<file path="config.mk">
export PLATFORM = sky130hd
export DESIGN_NAME = sync_length_frame_receiver_unit
export DESIGN_NICKNAME = d
export VERILOG_FILES = /design/src/design/slfr_pkg.sv /design/src/design/slfr_cfg_regs.sv /design/src/design/slfr_step.sv /design/src/design/slfr_out_stage.sv /design/src/design/sync_length_frame_receiver_unit.sv
export SDC_FILE = /design/constraint.sdc
export NUM_CORES = 1
export LEC_CHECK = 0
export BUFFER_PORTS_ARGS = -buffer_cell sky130_fd_sc_hd__buf_2
export CAP_MARGIN = 10
export CORE_MARGIN = 2
export CORE_UTILIZATION = 55
export DETAILED_ROUTE_END_ITERATION = 7
export PLACE_DENSITY = 0.85
export REMOVE_ABC_BUFFERS = 1
export SYNTH_ARGS = -nofsm -noshare
export SYNTH_HDL_FRONTEND = slang
export SYNTH_SLANG_ARGS = --single-unit
</file>
<file path="constraint.sdc">
create_clock -name clk -period 2.8 [get_ports clk]
set_input_delay 0.14 -clock clk [delete_from_list [all_inputs] [get_ports clk]]
set_output_delay 0.14 -clock clk [all_outputs]
set_load 0.05 [all_outputs]
</file>
<file path="src/design/slfr_pkg.sv">
// ----------------------------------------------------------------------------
// slfr_pkg
// Shared types and constants for the sync/length frame receiver.
// ----------------------------------------------------------------------------
package slfr_pkg;

    // Header bytes counted in the length byte: sync 1, sync 2, third, length
    localparam logic [7:0] FRAME_OVERHEAD = 8'd4;

    localparam logic [7:0] TIMEOUT_RELOAD_RST = 8'd10;

    // Input action codes
    localparam logic [1:0] ACT_BYTE    = 2'd0;
    localparam logic [1:0] ACT_TICK    = 2'd1;
    localparam logic [1:0] ACT_RELEASE = 2'd2;

    // Configuration register indexes
    localparam logic [1:0] REG_SYNC_FIRST     = 2'd0;
    localparam logic [1:0] REG_SYNC_SECOND    = 2'd1;
    localparam logic [1:0] REG_TIMEOUT_RELOAD = 2'd2;

    typedef struct packed {
        logic [1:0] action;
        logic [7:0] rx_byte;
    } in_t;

    typedef struct packed {
        logic       store_valid;
        logic [8:0] store_index;
        logic [7:0] store_byte;
        logic       frame_last;
        logic       frame_held;
        logic       hunt_restart;
    } out_t;

    typedef struct packed {
        logic [7:0] sync_first;
        logic [7:0] sync_second;
        logic [7:0] timeout_reload;
    } cfg_t;

endpackage

</file>
<file path="src/design/slfr_cfg_regs.sv">
// ----------------------------------------------------------------------------
// slfr_cfg_regs
// Configuration register file: sync byte values and timeout reload.
// ----------------------------------------------------------------------------
module slfr_cfg_regs (
    input  logic                clk,
    input  logic                rst_n,
    input  logic                cfg_we,
    input  logic [1:0]          cfg_index,
    input  logic [7:0]          cfg_data,
    output slfr_pkg::cfg_t      cfg
);
    import slfr_pkg::*;

    cfg_t cfg_reg;
    cfg_t cfg_next;

    always_comb
    begin
        cfg_next = cfg_reg;
        if (cfg_we)
        begin
            case (cfg_index)
                REG_SYNC_FIRST:     cfg_next.sync_first     = cfg_data;
                REG_SYNC_SECOND:    cfg_next.sync_second    = cfg_data;
                REG_TIMEOUT_RELOAD: cfg_next.timeout_reload = cfg_data;
                default:            cfg_next = cfg_reg;  // unmapped index
            endcase
        end
    end

    always_ff @(posedge clk or negedge rst_n)
    begin
        if (!rst_n)
        begin
            cfg_reg.sync_first     <= 8'd0;
            cfg_reg.sync_second    <= 8'd0;
            cfg_reg.timeout_reload <= TIMEOUT_RELOAD_RST;
        end
        else
        begin
            cfg_reg <= cfg_next;
        end
    end

    assign cfg = cfg_reg;

endmodule

</file>
<file path="src/design/slfr_step.sv">
// ----------------------------------------------------------------------------
// slfr_step
// Receiver state (phase, position, remaining count, timeout) and the
// combinational update that produces one result per accepted transaction.
// ----------------------------------------------------------------------------
module slfr_step (
    input  logic            clk,
    input  logic            rst_n,
    input  logic            accept,
    input  slfr_pkg::in_t   in_data,
    input  slfr_pkg::cfg_t  cfg,
    output slfr_pkg::out_t  res
);
    import slfr_pkg::*;

    typedef enum logic [2:0] {
        PH_HUNT  = 3'd0,
        PH_SYNC2 = 3'd1,
        PH_THIRD = 3'd2,
        PH_LEN   = 3'd3,
        PH_BODY  = 3'd4,
        PH_HELD  = 3'd5
    } phase_t;

    phase_t     phase_reg,  phase_next;
    logic [8:0] wpos_reg,   wpos_next;
    logic [7:0] remain_reg, remain_next;
    logic [7:0] tmo_reg,    tmo_next;

    logic [8:0] wpos_inc;
    logic [7:0] remain_dec;
    logic [7:0] tmo_dec;

    assign wpos_inc   = wpos_reg + 9'd1;
    assign remain_dec = remain_reg - 8'd1;
    assign tmo_dec    = (tmo_reg != 8'd0) ? (tmo_reg - 8'd1) : 8'd0;

    always_comb
    begin
        phase_next  = phase_reg;
        wpos_next   = wpos_reg;
        remain_next = remain_reg;
        tmo_next    = tmo_reg;
        res         = '0;

        case (in_data.action)
            ACT_BYTE:
            begin
                if (phase_reg != PH_HELD)
                begin
                    tmo_next = cfg.timeout_reload;
                    case (phase_reg)
                        PH_HUNT:
                        begin
                            if (in_data.rx_byte == cfg.sync_first)
                            begin
                                res.store_valid = 1'b1;
                                wpos_next       = 9'd1;
                                phase_next      = PH_SYNC2;
                            end
                        end
                        PH_SYNC2:
                        begin
                            if (in_data.rx_byte == cfg.sync_second)
                            begin
                                res.store_valid = 1'b1;
                                res.store_index = wpos_reg;
                                wpos_next       = wpos_inc;
                                phase_next      = PH_THIRD;
                            end
                            else if (in_data.rx_byte == cfg.sync_first)
                            begin
                                // repeated sync 1 restarts the frame
                                res.store_valid = 1'b1;
                                wpos_next       = 9'd1;
                            end
                            else
                            begin
                                phase_next = PH_HUNT;
                            end
                        end
                        PH_THIRD, PH_LEN, PH_BODY:
                        begin
                            res.store_valid = 1'b1;
                            res.store_index = wpos_reg;
                            wpos_next       = wpos_inc;
                            if (phase_reg == PH_THIRD)
                            begin
                                phase_next = PH_LEN;
                            end
                            else if (phase_reg == PH_LEN)
                            begin
                                // wraps: a length of 4 gives 256 body bytes
                                remain_next = in_data.rx_byte - FRAME_OVERHEAD;
                                phase_next  = PH_BODY;
                            end
                            else
                            begin
                                remain_next = remain_dec;
                                if (remain_dec == 8'd0)
                                begin
                                    res.frame_last = 1'b1;
                                    phase_next     = PH_HELD;
                                end
                            end
                        end
                        default:
                        begin
                            phase_next = PH_HUNT;
                        end
                    endcase
                    res.store_byte = res.store_valid ? in_data.rx_byte : 8'd0;
                end
            end
            ACT_TICK:
            begin
                tmo_next = tmo_dec;
                if ((tmo_dec == 8'd0) && (phase_reg != PH_HELD))
                begin
                    phase_next       = PH_HUNT;
                    remain_next      = 8'd0;
                    res.hunt_restart = 1'b1;
                end
            end
            ACT_RELEASE:
            begin
                if (phase_reg == PH_HELD)
                begin
                    phase_next  = PH_HUNT;
                    remain_next = 8'd0;
                end
            end
            default:
            begin
                phase_next = phase_reg;  // unused action: no effect
            end
        endcase

        res.frame_held = (phase_next == PH_HELD);
    end

    always_ff @(posedge clk or negedge rst_n)
    begin
        if (!rst_n)
        begin
            phase_reg  <= PH_HUNT;
            wpos_reg   <= 9'd0;
            remain_reg <= 8'd0;
            tmo_reg    <= 8'd0;
        end
        else if (accept)
        begin
            phase_reg  <= phase_next;
            wpos_reg   <= wpos_next;
            remain_reg <= remain_next;
            tmo_reg    <= tmo_next;
        end
    end

    // Assertions
    a_last_enters_held: assert property (@(posedge clk) disable iff (!rst_n)
        accept && res.frame_last |=> phase_reg == PH_HELD)
        else $error("frame_last without entering held phase");

    a_restart_no_store: assert property (@(posedge clk) disable iff (!rst_n)
        accept && res.hunt_restart |-> !res.store_valid && phase_next == PH_HUNT)
        else $error("timeout restart stored a byte or missed hunting");

    a_held_no_store: assert property (@(posedge clk) disable iff (!rst_n)
        accept && phase_reg == PH_HELD |-> !res.store_valid && !res.hunt_restart)
        else $error("activity while frame held");

    a_wpos_range: assert property (@(posedge clk) disable iff (!rst_n)
        wpos_reg <= 9'd260)
        else $error("write position beyond frame size");

endmodule

</file>
<file path="src/design/slfr_out_stage.sv">
// ----------------------------------------------------------------------------
// slfr_out_stage
// Result register with valid/stall; back-pressure to the input side.
// ----------------------------------------------------------------------------
module slfr_out_stage (
    input  logic            clk,
    input  logic            rst_n,
    input  logic            in_valid,
    output logic            in_stall,
    input  slfr_pkg::out_t  res,
    output logic            out_valid,
    input  logic            out_stall,
    output slfr_pkg::out_t  out_data,
    output logic            accept
);
    import slfr_pkg::*;

    logic out_valid_reg, out_valid_next;
    out_t out_data_reg;

    // Stall input only while a held result is not being taken
    assign in_stall       = out_valid_reg & out_stall;
    assign accept         = in_valid & ~in_stall;
    assign out_valid_next = accept | (out_valid_reg & out_stall);

    always_ff @(posedge clk or negedge rst_n)
    begin
        if (!rst_n)
        begin
            out_valid_reg <= 1'b0;
        end
        else
        begin
            out_valid_reg <= out_valid_next;
        end
    end

    always_ff @(posedge clk)
    begin
        if (accept)
        begin
            out_data_reg <= res;
        end
    end

    assign out_valid = out_valid_reg;
    assign out_data  = out_data_reg;

endmodule

</file>
<file path="src/design/sync_length_frame_receiver_unit.sv">
// ----------------------------------------------------------------------------
// sync_length_frame_receiver_unit
// The result of a transaction is registered and is on out_data the cycle after
//   acceptance. Throughput: 1 transaction per cycle while no waiting result is
//   held by out_stall; the combinational state update feeds the result register.
// Reset: rst_n clears phase, position, counters, result valid and config
//   (timeout reload returns to 10).
// ----------------------------------------------------------------------------
//
// Receives bytes, timer ticks and release commands. Hunts for sync 1 then
// sync 2, takes a third byte and a length byte, then stores length - 4 body
// bytes (8-bit wrap) and holds the frame until released. Each received byte
// reloads the timeout; a tick that reaches zero forces a return to hunting
// unless a frame is held.
//
module sync_length_frame_receiver_unit (
    input  logic            clk,
    input  logic            rst_n,
    // input channel
    input  logic            in_valid,
    output logic            in_stall,
    input  slfr_pkg::in_t   in_data,
    // result channel
    output logic            out_valid,
    input  logic            out_stall,
    output slfr_pkg::out_t  out_data,
    // configuration write port
    input  logic            cfg_we,
    input  logic [1:0]      cfg_index,
    input  logic [7:0]      cfg_data
);
    import slfr_pkg::*;

    cfg_t cfg;      // live register values
    out_t res;      // combinational result of the current transaction
    logic accept;   // input transaction taken this cycle

    slfr_cfg_regs u_cfg_regs (
        .clk       (clk),
        .rst_n     (rst_n),
        .cfg_we    (cfg_we),
        .cfg_index (cfg_index),
        .cfg_data  (cfg_data),
        .cfg       (cfg)
    );

    // Frame state machine; updates only on an accepted transaction
    slfr_step u_step (
        .clk     (clk),
        .rst_n   (rst_n),
        .accept  (accept),
        .in_data (in_data),
        .cfg     (cfg),
        .res     (res)
    );

    // Result register; a waiting result stalls input only while out_stall
    slfr_out_stage u_out_stage (
        .clk       (clk),
        .rst_n     (rst_n),
        .in_valid  (in_valid),
        .in_stall  (in_stall),
        .res       (res),
        .out_valid (out_valid),
        .out_stall (out_stall),
        .out_data  (out_data),
        .accept    (accept)
    );

endmodule

</file>
==> metrics, run 1 <==
antenna cells=0; Syn Inst Count=394; fin crit share=91.85%; Final HPWL DP=6.251 mm; clk_lat worst skew=0.36 ns; crit-path max FO=6; number of global-route vias before repair=3010; Avg Cell Area, Syn=10.25 µm²; Crit path required time=2.91 ns; Clock Sinks=74; Nets=487; crit path DAT=2.69 ns; Avg WL per Cell=15.52 µm; initial drt markers=374; most frequent cells in the layout=dfrtp_1 (51), buf_2 (47), nor2_1 (31), a21oi_1 (31), mux2_2 (24); CP endpoint kind=flip-flop; PostCTS Resize Cnt=0; Worst Max-Slew Pin Slew=0.7402 ns; via/cell ratio=5.858; max reg flops=24; number of distinct library cells after synthesis=55; share of post-route cells with drive strength above 1=24.24%; largest net degree at the start of global routing=37; peak supply drop=0.4138 mV; min-delay worst type=in -> reg; Achievable Freq=388.9 MHz; Clock Skews=0.009279 ns; Initial Util=56.27%; Post-synth EDFFs=21; row count=31; Post-synth ARST share=71.62%; CP Class=reg -> reg; Worst-path clk slew=0.08 ns; die height=89.68 µm; CTS H-Tree Depth=3; total CTS buffers=9; setup_tns=0 ns; Post-route DRC=0; Yosys warning count=0; full die area=0.008043 mm²; Seq/Total Area, Yosys=48.53%; Power Dens Cells=699.1 mW/mm²; DRT antenna net count=0; DRT Wirelength=8.643 mm; via count=3263; Max-slew headroom=50.44%; LEAKAGE=2.020 nW; Setup Viol. Count Final=0; Final min period=2.572 ns; initial antenna violation count=0; Max-Cap Viols=0; top cell type by total area after synthesis=dfrtp_1; CTS tree=yes; I/O pin count=48; synth top area cells=dfrtp_1 (32%), edfxtp_1 (16%), mux2_2 (6.7%); die width=89.68 µm; final core occ=64.71%; Final Hold Fails=0; RSZ-0062 raised after global routing=false; port buffer count=47; Synth-to-Final Area Change=15.00%; Syn Std Cell Area=0.004038 mm²; dominant synthesized flop cell=dfrtp_1; gpl congestion=0.9197; gr ovfl total=0; Detailed Routing Iterations Pass 1=5; Pins Over Slew Limit=0; Setup crit start kind=flip-flop; clk buf depth=2; core area=0.007176 mm²; gr usage total=23.04%; most common cell after layout, fill and taps aside=dfrtp_1; first-pass GRT wire length=14.26 mm; Yosys reg bits=74; status=completed; Synth top area share=31.61%; clock root cell=clkbuf_8
## cells in the mapped netlist, drive strengths merged (2+ instances only)
cell and instances:
o2bb2ai 13, o211ai 2, clkbuf 10, nand4 5
xnor2 3, nor3b 2, a211o 2, clkinv 2
o2111ai 3, a211oi 4, ha 9, edfxtp 21
a31oi 4, nor3 18, inv 23, o21ai 19
or3 6, o21bai 2, and2 3, dfrtp 51
mux2 24, a22o 3, and3 12, dfstp 2
a41o 2, nand3b 2, a21oi 31, nand3 9
nor4 8, buf 3, nor2 31, xor2 18
or2 2, nand2b 7, o22ai 3, a21o 2
mux2i 2, nand2 20
## where the power goes
group	internal [mW]	switching, mW
Combinational	0.398	0.533
Sequential	1.30	0.179
Clock	0.419	0.421
## routing by layer
metal / global-route usage, % / vias up / part of all wire [%]
li1: - / 1571 / -
met1: 31.22 / 1541 / 43
met2: 36.43 / 131 / 49
met3: 4.113 / 20 / 5.7
met4: 10.04 / 0 / 2.2
met5: 0 / - / 0
## per-stage QoR
stage | setup slack [ns] | hold slack (ns) | power, mW | cell area (µm²) | instances
after global routing | 0.02712 | 0.05277 | 3.429 | 4643 | 557
final | 0.2283 | 0.03487 | 3.246 | 4643 | 557
after CTS | 0.2191 | 0.03012 | 3.221 | 4606 | 552
after global placement | 0.3738 | 0.09563 | 2.333 | 4388 | 534
after floorplan | 0.3679 | -0.1556 | 2.133 | 3976 | 381
after detailed placement | 0.2498 | 0.1051 | 2.382 | 4388 | 534
## area by class of cell
cell class                 instances  area (µm²)
clock buffer                       9       123.9
multi-input combinational        282        1923
inverter                          25       93.84
sequential                        74        1959
fill                             553        2532
tap                               99       123.9
clock inverter                     7       73.82
timing repair buffer              61       345.3
## repair_timing
item | 4_1_cts | 5_1_grt
buffers inserted | 0 | 5
hold buffers | 2 | 0
setup endpoints to repair | 0 | 2
endpoints found under the hold margin | 18 | 0
## logic make-up after synthesis
kind of cell             count (synthesis)  share of synthesized area [%]
AO/OA/AOI/OAI                           98                          16.55
XOR/XNOR                                21                          4.555
adder cells (fa/ha/maj)                  9                          2.789
buffers and inverters                   38                          3.843
flip-flops                              74                          48.53
multiplexers                            26                          7.189
AND/OR/NAND/NOR                        128                          16.55
## critical path: stages (launching register included)
cell and delay [ns]:
dfrtp_1 0.42, inv_1 0.13, ha_1 0.26, nand2b_1 0.17, a2111oi_0 0.38, nor2_1 0.18, a211oi_1 0.34, o22ai_1 0.16
o221a_2 0.29
## path summary, 6_finish.rpt
| kind | from | end | slack (ns) | cells past startpoint |
|---|---|---|---|---|
| max | u_step.tmo_reg[0] | u_out_stage.out_data[1] | 0.23 | 8 |
| min | out_stall | u_out_stage.out_valid | 0.03 | 3 |
| max reg2reg | u_step.tmo_reg[0] | u_out_stage.out_data[1] | 0.23 | 8 |
| min reg2reg | u_cfg_regs.cfg[0] | u_cfg_regs.cfg[0] | 0.51 | 1 |
| max in group asynchronous | rst_n | u_cfg_regs.cfg[3] | 1.71 | 3 |
| min in group asynchronous | rst_n | u_step.remain_reg[6] | 0.25 | 2 |
Power figures use the tool's default switching activity.
==> run 2, diff against run 1 <==
==> constraint.sdc (replaced) <==
create_clock -name clk -period 2.71 [get_ports clk]
set_input_delay 0.1355 -clock clk [delete_from_list [all_inputs] [get_ports clk]]
set_output_delay 0.1355 -clock clk [all_outputs]
set_load 0.05 [all_outputs]
==> metrics, run 2 (synthesis gave the netlist of run 1 again) <==
crit-path max FO=15; crit path DAT=2.80 ns; Max-slew headroom=49.75%; via count=3291; CP Class=reg -> reg; initial drt markers=414; Hold EP=u_out_stage.out_valid; net switching power=1.205 mW; Internal=2.149 mW; gpl congestion=0.9078; max reg flops=24; Comb pwr share=28.6%; clock root cell=clkbuf_8; Flop pwr share=45.4%; multi-input logic area=0.001923 mm²; Design Power=3.354 mW; largest net degree at the start of global routing=39; peak supply drop=0.3901 mV; Final HPWL DP=6.302 mm; port buffer count=47; fin crit share=93.08%; total CTS buffers=9; die height=89.68 µm; Worst Hold Launch=out_stall; r2r startpoint=u_step.tmo_reg[1]; CP endpoint kind=flip-flop; worst-case reg-to-reg path depth=6; full die area=0.008043 mm²; core area=0.007176 mm²; Setup crit start kind=flip-flop; via/cell ratio=5.930; R2R setup slack=0.19 ns; status=completed; most frequent cells in the layout=dfrtp_1 (51), buf_2 (47), nor2_1 (31), a21oi_1 (31), mux2_2 (24); number of global-route vias before repair=3046; Achievable Freq=396.4 MHz; Initial Util=56.27%; clock network fraction of design power=26.0%; row count=31; I/O pin count=48; Post-route DRC=0; antenna cells=0; Power Dens Cells=723.8 mW/mm²; setup_tns=0 ns; initial antenna violation count=0; Final Hold Fails=0; Pins Over Slew Limit=0; Synth-to-Final Area Change=14.75%; Clock Skews=0.01048 ns; clk_lat worst skew=0.36 ns; Worst Max-Slew Pin Slew=0.7504 ns; CTS H-Tree Depth=3; share of post-route cells with drive strength above 1=23.90%; min-delay worst type=in -> reg; DRT Wirelength=8.824 mm; Crit path required time=2.99 ns; Worst Setup SP=u_step.tmo_reg[1]; WP buf/inv=0; die width=89.68 µm; CTS tree=yes; CP max stage delay=0.43 ns; worst-path cell chain=or3_4 -> or3_1 -> a211o_1 -> o21ai_4 -> nand4b_2 -> o2bb2ai_1; CP top delay family=simple AND/OR/NAND/NOR gates; Fill cells=577; Crit-path slowest cell=or3_4; Detailed Routing Iterations Pass 1=5; gr ovfl total=0; Max-Cap Viols=0; DRT antenna net count=0; gr usage total=23.50%; RSZ-0062 raised after global routing=false; LEAKAGE=2.007 nW; clk buf depth=2; Clock Sinks=74; Setup Viol. Count Final=0; Worst-path clk slew=0.09 ns; Final min period=2.522 ns; hold path cells=3; hold slack=0.02123 ns; switching part of the total=35.93%; most common cell after layout, fill and taps aside=dfrtp_1; end of the worst register-to-register path=u_step.remain_reg[7]; PostCTS Resize Cnt=0; FF/Latch Area=0.001959 mm²; Avg WL per Cell=15.90 µm; first-pass GRT wire length=14.43 mm; Nets=485
[run 2: tightest hold or removal path, stage by stage]
cell and delay, ns:
buf_2 0.07, nand2_1 0.07, nand2b_1 0.07
[run 2: cell type report]
class | instances | area share, %
flip-flops and latches | 74 | 42.29
multi-input cells | 282 | 41.51
repair buffers | 59 | 7.129
clock buffers | 10 | 3.214
well taps | 99 | 2.674
inverters | 25 | 2.025
clock inverters | 6 | 1.161
[run 2: repair_timing]
item,in CTS,in global routing
setup buffers,0,3
hold buffers,2,0
hold endpoints to repair,16,0
setup endpoints to repair,0,5
[run 2: how the worst max path moves through the flow]
stage,to,cells past startpoint
finish,u_step.remain_reg[7],6
global route,u_out_stage.out_data[1],8
global placement,u_out_stage.out_data[1],6
detailed placement,u_out_stage.out_data[1],8
CTS,u_out_stage.out_data[1],8
floorplan,u_step.wpos_reg[1],6
[run 2: metal layers]
layer  vias to the layer above  track usage (%)  share of wire [%]
li1                       1561                -                  -
met1                      1538            30.91                 43
met2                       167            37.17                 49
met3                        25            4.296                5.8
met4                         0            12.21                2.4
met5                         -                0                  0
[run 2: power groups by stage]
stage                     clock [mW]  combinational, mW  sequential (mW)
after floorplan                    0              0.666             1.54
after global placement             0              0.888             1.52
after detailed placement           0              0.931             1.54
after CTS                      0.888              0.937             1.51
after global routing           0.943               1.07             1.54
final                          0.872              0.961             1.52
[run 2: metrics by stage]
stage	worst slack (ns)	instances	cell area, µm²	utilization (%)
floorplan	0.2779	381	3976	-
global placement	0.2733	534	4388	61.15
detailed placement	0.1993	534	4388	61.15
CTS	0.1577	552	4611	64.25
global route	0.05187	555	4633	64.57
finish	0.1876	555	4633	64.57
==> run 3, diff against run 2 <==
--- a/config.mk
+++ b/config.mk
@@ -7,10 +7,12 @@
 export LEC_CHECK = 0
 export BUFFER_PORTS_ARGS = -buffer_cell sky130_fd_sc_hd__buf_2
 export CAP_MARGIN = 10
+export CELL_PAD_IN_SITES_DETAIL_PLACEMENT = 1
+export CELL_PAD_IN_SITES_GLOBAL_PLACEMENT = 2
 export CORE_MARGIN = 2
-export CORE_UTILIZATION = 55
+export CORE_UTILIZATION = 38
 export DETAILED_ROUTE_END_ITERATION = 7
-export PLACE_DENSITY = 0.85
+export PLACE_DENSITY = 0.89
 export REMOVE_ABC_BUFFERS = 1
 export SYNTH_ARGS = -nofsm -noshare
 export SYNTH_HDL_FRONTEND = slang
==> metrics, run 3 (synthesis gave the netlist of run 1 again) <==
row count=37; Crit path required time=2.81 ns; Synth-to-Final Area Change=17.51%; Post-route DRC=0; Post-Place Worst Slack=0.2391 ns; Clock Skews=0.009003 ns; die width=107.1 µm; via count=3280; Final min period=2.585 ns; Power Dens Cells=740.8 mW/mm²; full die area=0.01147 mm²; first-pass GRT wire length=17.49 mm; initial drt markers=99; Setup crit start kind=flip-flop; Nets=489; Worst Hold Launch=out_stall; clk buf depth=2; final worst slack=0.1250 ns; Worst Max-Slew Pin Slew=0.7619 ns; CP Class=reg -> reg; Setup Viol. Count Final=0; WP buf/inv=2; Final Hold Fails=0; Final HPWL DP=7.698 mm; min-delay worst type=in -> reg; Detailed Routing Iterations Pass 1=4; share of post-route cells with drive strength above 1=24.57%; DRT Wirelength=10.54 mm; crit path DAT=2.69 ns; gr usage total=19.37%; Initial Util=39.11%; CP top delay family=compound AO/OA/AOI/OAI gates; number of global-route vias before repair=3443; gpl congestion=0.8536; via/cell ratio=5.503; Avg WL per Cell=17.68 µm; worst-path cell chain=inv_1 -> ha_1 -> nand2b_1 -> nor3b_1 -> a31oi_1 -> o21ai_4 -> buf_4 -> a41o_1 -> o221a_2; clk_lat worst skew=0.35 ns; CP endpoint kind=flip-flop; initial antenna violation count=0; r2r startpoint=u_step.tmo_reg[0]; Max-Cap Viols=0; peak supply drop=0.3438 mV; Worst-path clk slew=0.08 ns; I/O pin count=48; die height=107.1 µm; RSZ-0062 raised after global routing=false; clock root cell=clkbuf_8; antenna cells=0; port buffer count=47; Design Power=3.515 mW; gr ovfl total=0; core area=0.01032 mm²; fin crit share=95.39%; total CTS buffers=9; Achievable Freq=386.9 MHz; CTS tree=yes; LEAKAGE=2.042 nW; largest net degree at the start of global routing=30; most common cell after layout, fill and taps aside=dfrtp_1; postcts setup bufs=0; crit-path max FO=13; Worst Setup SP=u_step.tmo_reg[0]; CTS H-Tree Depth=3; most frequent cells in the layout=dfrtp_1 (51), buf_2 (47), nor2_1 (31), a21oi_1 (31), mux2_2 (24); status=completed; Pins Over Slew Limit=0; DRT antenna net count=0; Max-slew headroom=48.87%; setup_tns=0 ns; Clock Sinks=74; max reg flops=24; Crit-path slowest cell=dfrtp_1; CP max stage delay=0.44 ns; Fill cells=1188
==> run 3: final cells by class <==
class | count | area, µm² | area share (%)
tap | 136 | 170.2 | 3.586
clock inverter | 4 | 53.80 | 1.134
sequential | 74 | 1959 | 41.30
timing repair buffer | 63 | 360.3 | 7.595
inverter | 25 | 93.84 | 1.978
clock buffer | 12 | 177.7 | 3.745
multi-input combinational | 282 | 1929 | 40.66
==> run 3: path summary, 6_finish.rpt <==
path	to	slack, ns	cells past startpoint
max	u_out_stage.out_data[1]	0.13	9
min	u_out_stage.out_valid	0.04	3
max reg2reg	u_out_stage.out_data[1]	0.13	9
min reg2reg	u_step.remain_reg[7]	0.50	1
max in group asynchronous	u_cfg_regs.cfg[1]	1.55	3
min in group asynchronous	u_step.remain_reg[7]	0.33	2
==> run 3: where the power goes <==
part	total (mW)	leakage (nW)	internal [mW]	switching (mW)
logic	0.999	1.05	0.407	0.592
clock network	0.986	0.117	0.542	0.444
registers	1.53	0.873	1.34	0.191
==> run 3: per-layer routing <==
layer	global-route usage (%)	share of wire (%)	routed length, µm
met3	3.891	2.8	291
met4	4.917	1.2	125
met2	33.59	52	5531
met5	0	0	0
met1	24.66	44	4592
==> run 3: metrics by stage <==
step	util, %	cells	area, µm²	hold WS [ns]
finish	45.96	596	4745	0.03891
global route	45.96	596	4745	0.02966
CTS	45.90	596	4738	0.02962
detailed placement	43.46	578	4487	0.1794
global placement	43.46	578	4487	0.1885
floorplan	-	381	3976	-0.1601
==> run 3: worst register-to-register path: cells and delay by family, from the launching register on <==
family	cells	cell delay, ns
simple gates	2	0.40
fa+ha+maj	1	0.27
buf+inv	2	0.36
compound gates	4	0.87
flops	1	0.44
==> run 3: what timing repair did <==
action	4_1_cts	5_1_grt
resized for setup	0	2
hold endpoints to repair	25	0
hold buffers	2	0
endpoints found under the setup margin	0	8
